--- config.mk ---
export PLATFORM = sky130hd
export DESIGN_NAME = hcbp_ctrl
export DESIGN_NICKNAME = d
export VERILOG_FILES = /design/src/design/hcbp_pkg.sv /design/src/design/hcbp_ctrl.sv
export SDC_FILE = /design/constraint.sdc
export NUM_CORES = 1
export LEC_CHECK = 0
export ABC_CLOCK_PERIOD_IN_PS = 1550
export BUFFER_PORTS_ARGS = -buffer_cell sky130_fd_sc_hd__buf_2
export CORE_AREA = 2 2 39 41
export DETAILED_ROUTE_END_ITERATION = 16
export DIE_AREA = 0 0 41 43
export PLACE_DENSITY_LB_ADDON = 0.05
export RECOVER_POWER = 50
export SYNTH_ARGS = -nofsm -noshare
export SYNTH_HDL_FRONTEND = slang
export SYNTH_SLANG_ARGS = --single-unit
--- constraint.sdc ---
create_clock -name clock -period 1.55 [get_ports clock]
set_input_delay 0 -clock clock [delete_from_list [all_inputs] [get_ports clock]]
set_output_delay 0 -clock clock [all_outputs]
set_load 0.02 [all_outputs]
--- src/design/hcbp_pkg.sv ---
// Shared constants, operation codes and controller/datapath interface types.
package hcbp_pkg;

   localparam int TABLE_ENTRIES  = 256;
   localparam int SYMBOL_BITS    = 21;
   localparam int ENTRY_IDX_BITS = 8;
   localparam int CODE_BITS      = 32;
   localparam int LEN_BITS       = 6;
   localparam int OP_BITS        = 2;
   localparam int BYTE_BITS      = 8;
   localparam int ACC_BITS       = 32;
   localparam int WINDOW_BITS    = 2 * ACC_BITS;
   localparam int TOTAL_BITS     = $clog2(WINDOW_BITS + 1);
   localparam int LANES          = 8;
   localparam int LANE_BITS      = $clog2(LANES);
   localparam int ROWS           = TABLE_ENTRIES / LANES;
   localparam int ROW_BITS       = $clog2(ROWS);
   localparam int TABLE_IDX_BITS = $clog2(TABLE_ENTRIES);

   localparam logic [OP_BITS-1:0] OP_LOAD   = 2'd0;
   localparam logic [OP_BITS-1:0] OP_ENCODE = 2'd1;
   localparam logic [OP_BITS-1:0] OP_FLUSH  = 2'd2;

   typedef struct packed {
      logic capture;
      logic write;
      logic scan_step;
      logic fetch;
      logic append;
      logic emit;
      logic miss;
   } cmd_type;

   typedef struct packed {
      logic hit;
      logic exhausted;
      logic more;
      logic last;
   } status_type;

endpackage

--- src/design/hcbp_ctrl.sv ---
// Controller state machine sequencing load, table scan, append and byte output.
module hcbp_ctrl import hcbp_pkg::*; (
   input  logic                 clock,
   input  logic                 reset,
   input  logic                 start,
   input  logic [OP_BITS-1:0]   req_operation,
   input  status_type           stat,
   output cmd_type              cmd,
   output logic                 busy
);

   typedef enum logic [2:0] {
      ST_IDLE,
      ST_WRITE,
      ST_SCAN,
      ST_FETCH,
      ST_APPEND,
      ST_CHECK,
      ST_EMIT,
      ST_MISS
   } state_type;

   state_type state_ff, state_in;
   logic      busy_ff;

   always_comb begin
      cmd      = '0;
      state_in = state_ff;
      case (state_ff)
         ST_IDLE: begin
            if (start) begin
               cmd.capture = 1'b1;
               case (req_operation)
                  OP_LOAD:   state_in = ST_WRITE;
                  OP_ENCODE: state_in = ST_SCAN;
                  OP_FLUSH:  state_in = ST_CHECK;
                  default:   state_in = ST_IDLE;
               endcase
            end
         end
         ST_WRITE: begin
            cmd.write = 1'b1;
            state_in  = ST_IDLE;
         end
         ST_SCAN: begin
            cmd.scan_step = 1'b1;
            if (stat.hit) begin
               state_in = ST_FETCH;
            end else if (stat.exhausted) begin
               state_in = ST_MISS;
            end
         end
         ST_FETCH: begin
            cmd.fetch = 1'b1;
            state_in  = ST_APPEND;
         end
         ST_APPEND: begin
            cmd.append = 1'b1;
            state_in   = ST_CHECK;
         end
         ST_CHECK: begin
            state_in = stat.more ? ST_EMIT : ST_IDLE;
         end
         ST_EMIT: begin
            cmd.emit = 1'b1;
            if (stat.last) begin
               state_in = ST_IDLE;
            end
         end
         ST_MISS: begin
            cmd.miss = 1'b1;
            state_in = ST_IDLE;
         end
         default: begin
            state_in = ST_IDLE;
         end
      endcase
   end

   always_ff @(posedge clock) begin
      if (reset) begin
         state_ff <= ST_IDLE;
         busy_ff  <= 1'b0;
      end else begin
         state_ff <= state_in;
         busy_ff  <= (state_in != ST_IDLE);
      end
   end

   assign busy = busy_ff;

endmodule

### Yosys cells after proc, flatten, opt, wreduce, memory -nomap -nowiden

Cells that the tools add are included.

* flip-flop bits (word level): 4
* input bits: 9
* output and inout bits: 8
* logic and storage cells: 30

* equality and inequality tests: 9
* multiplexer cells: 15
* reduce and logical (&&, ||, !) cells: 4

Operators with widths (count)
* case mux 3 bit (7 select lines): 1
* two-way mux 3 bit: 5
* equality test 3 bit (second input constant): 4
* case mux 3 bit (3 select lines): 1
* two-way mux 1 bit: 8
* equality test 3 x 2 -> 1 bit (second input constant): 2
* equality test 3 x 1 -> 1 bit (second input constant): 1
* logical NOT 3 bit: 1
* nonzero test 3 bit: 1
* equality test 2 x 1 -> 1 bit (second input constant): 1
* equality test 2 bit (second input constant): 1
* logical NOT 2 bit: 1
* OR reduction 2 bit: 1

### Logic depth before layout (Yosys ltp)

* depth after elaboration: 5
* depth in mapped cells: 5
* mapped depth without buffers: 4

### Least setup slack after synthesis

Ideal clock, no wire load.

* path type: register -> register
* from: reg state_ff[0]
* to: reg busy_ff, in the netlist busy
* setup time: 0.127 ns
* arrival time: 1.185 ns
* data required time: 1.423 ns
* setup slack: 0.238 ns
* cell stages (with the launch flop): 6
* path through: dfxtp_1 buf_6 nor2_2 o21a_1 o31a_1 or3_1

* longest elaborated chain between the ends: 4
* elaborated cells on any way between the ends: 15
* those cells by class: eq/ne (7); mux (5); reduce/logical (3)

Ends and longest elaborated chain
* start: declaration: RTL line hcbp_ctrl.sv:23 `state_type state_ff, state_in;`
* start signal: assignment: RTL line hcbp_ctrl.sv:85 `state_ff <= state_in;`
* equality test 3 bit, or another cell as far along: RTL line hcbp_ctrl.sv:29 `case (state_ff)`
* OR reduction 2 bit (no line) / two-way mux 3 bit (equally long branches)
* case mux 3 bit (7 select lines) *: RTL line hcbp_ctrl.sv:29
* nonzero test 3 bit *: RTL line hcbp_ctrl.sv:86 `busy_ff <= (state_in != ST_IDLE);`
* end signal: assignment: RTL line hcbp_ctrl.sv:86
* end: declaration: RTL line hcbp_ctrl.sv:24 `logic busy_ff;`

Every way passes the cells marked *; elsewhere a longest branch is shown, timed or not.
A chain may end at the register's enable or synchronous reset.

### Worst setup path in the final report

* from: reg state_ff[2]
* to: reg busy_ff, in the netlist busy

Same word-level chain as after synthesis.

==> flow_metrics.tcl <==
set metrics [dict create \
    slew_viol_final 0 \
    drt-initial-drc-count 4 \
    grt_max_degree 12 \
    path_cells "nand2b_1, a21oi_1, o31a_1, or3_1" \
    regArea_um2 80.1 \
    grt_pass1_vias 270 \
    fin_skew_ps 0.768 \
    synth_simple_gate_area_share_pct 42.2 \
    fp.coreArea_mm2 0.00138 \
    syn_to_final_growth_pct 39.2 \
    synth_top_family_by_area "simple AND/OR/NAND/NOR gates" \
    synth_seq_area_share_pct 27.0 \
    post_synth_num_cell_types 21 \
    grt.met3_usage_pct 6.28 \
    period_share_pct 93.3 \
    synth-warning-count 0 \
    status "finished clean" \
    netlist.area_leader.share_pct 27.0 \
    grt_pass1_wl_um 1170 \
    synthTopCellsByArea "dfxtp_1, a21oi_1, nand2b_1" \
    post_cts_buffers 0 \
    dr.pass1.iters 4 \
    tightestPinTransition_ps 535 \
    numClockSinks 4 \
    rows 14 \
    period_minus_slack_ps 1450 \
    hold_violations 0 \
    netlist_instances 37 \
    yosysTopAreaCell "dfxtp_1" \
    fin_tns_setup_ps 0 \
    fin_util_pct 29.8 \
    io_pins 17 \
    powerDensity_mw_per_mm2 1910 \
    post-dp-hpwl_um 572 \
    use_met1_pct 13.1 \
    nets 67 \
    synth_xor_xnor_area_share_pct 0 \
    yosys_register_bits 4 \
    worst_slack_ps 103 \
    clockBufferDepth 2 \
    synth_compound_area_share_pct 22.4 \
    max_freq_ghz 0.691 \
    insertedDiodeCount 0 \
    critPathLaunchType "flip-flop" \
    cts-root-buf "clkbuf_4" \
    preCtsSetupSlack_ps 101 \
    setup_viol 0 \
    critPathArrivalTime_ps 1560 \
    drive_gt1_share_pct 39.3 \
    synth_area_um2 297 \
    antenna_found_initial 0 \
    wire_per_inst_um 10.0 \
    hold_class "in -> reg" \
    crit_type "reg -> reg" \
    max_stage_delay_ps 500 \
    route.final.wire_length_um 723 \
    multi_input_area_um2 185 \
    crit_required_ps 1660 \
    layout_commonest_cell "buf_2" \
    dieWidth_um 41 \
    grt_util_met2_pct 12.5 \
    grt_busiest_layer "met1" \
    antenna_left 0 \
    clk_latency_ps 230 \
    synthAdderAreaFrac_pct 0 \
    maxCapViolations 0 \
    cts.clk_slew.worst_paths_ps 40 \
    cp_slowest_cell "dfxtp_1" \
    vias 309 \
    p_leak_nw 0.192 \
    cts_tree "built" \
    crit_path_max_fanout 11 \
    io_buffers 16 \
    cts_buffers 3 \
    synth_fp_nets 46 \
    vias_per_cell 4.29 \
    place_congestion 0.734 \
    initial_utilization_pct 21.4 \
    final_cell_mix "buf_2, a21oi_1, dfxtp_1" \
    drc 0 \
    track_usage_pct 10.2 \
    relSlewSlack_pct 63.4 \
    rsz0062_at_grt "no" \
    synth_mux_area_share_pct 0 \
    fillers 161 \
    dieArea_mm2 0.00176 \
    ir_worst_vdd_mv 0.405 \
    setup.worst_path.end_class "flip-flop" \
    die_y_um 43 \
    htreeDepth 1 \
    finalPower_mw 0.788 \
    gr-total-overflow 0 \
    syn_area_per_cell_um2 8.01 \
]
-- synthesized netlist by cell type (all sizes together) --
cell type and instances:
o31a 1, and3 3, a21oi 4, nor2b 2
or3 1, nor2 4, inv 1, nor3 3
a2111oi 1, o21a 2, nand3b 2, o21bai 1
and2 1, dfxtp 4, nor3b 1, buf 3
nand2b 3
-- worst paths after layout --
kind | from | end | slack, ps | cells past startpoint
hold reg to reg | state_ff[1] | state_ff[0] | 670 | 2
setup reg to reg | state_ff[2] | busy | 100 | 4
hold / removal | stat[2] | state_ff[0] | 160 | 3
setup / recovery | state_ff[2] | busy | 100 | 4
-- critical path: cells and delay by family, from the launching register on --
kind             cells  cell delay (ps)
flip-flops           1              500
AO/OA/AOI/OAI        2              330
AND/OR/NAND/NOR      2              500
-- final cells by class --
cell class / count / area share (%)
clock buffer: 3 / 5.45
inverter: 1 / 0.909
multi-input combinational: 29 / 44.8
sequential: 4 / 19.4
tap: 16 / 4.85
timing repair buffer: 19 / 24.5
-- kinds of logic (layout without fill, tap and decap cells) --
kind of cell	after synthesis	count (layout)
AND/OR/NAND/NOR	20	20
AO/OA/AOI/OAI	9	9
flip-flops	4	4
buffers and inverters	4	23
-- sequential cells by signal, indices dropped and copies added (netlist names) --
| signal | cells |
|---|---|
| state_ff | 3 |
| busy | 1 |
-- routing by layer --
metal | up-vias | share of wire [%]
li1 | 168 | -
met1 | 134 | 51
met2 | 7 | 45
met3 | 0 | 4.0
met4 | 0 | 0
met5 | - | 0
-- where the power goes --
part / total [mW] / internal [mW] / leakage (nW) / switching, mW
logic: 0.438 / 0.189 / 0.145 / 0.248
clock network: 0.130 / 0.0867 / 0.0138 / 0.0431
registers: 0.220 / 0.155 / 0.0333 / 0.0654
-- metrics by stage --
stage	cell area, um2	hold slack, ps	instances
final	413	163	72
after global routing	413	170	72
after CTS	423	147	72
after detailed placement	390	228	68
after global placement	390	227	68
after floorplan	297	84.1	37
-- timing repair --
| item | CTS | global route |
|---|---|---|
| gates resized for setup | 0 | 0 |
| endpoints found under the hold margin | 1 | 0 |
| setup endpoints to repair | 0 | 0 |
| hold buffers | 1 | 0 |
(Power assumes the default switching activity.)
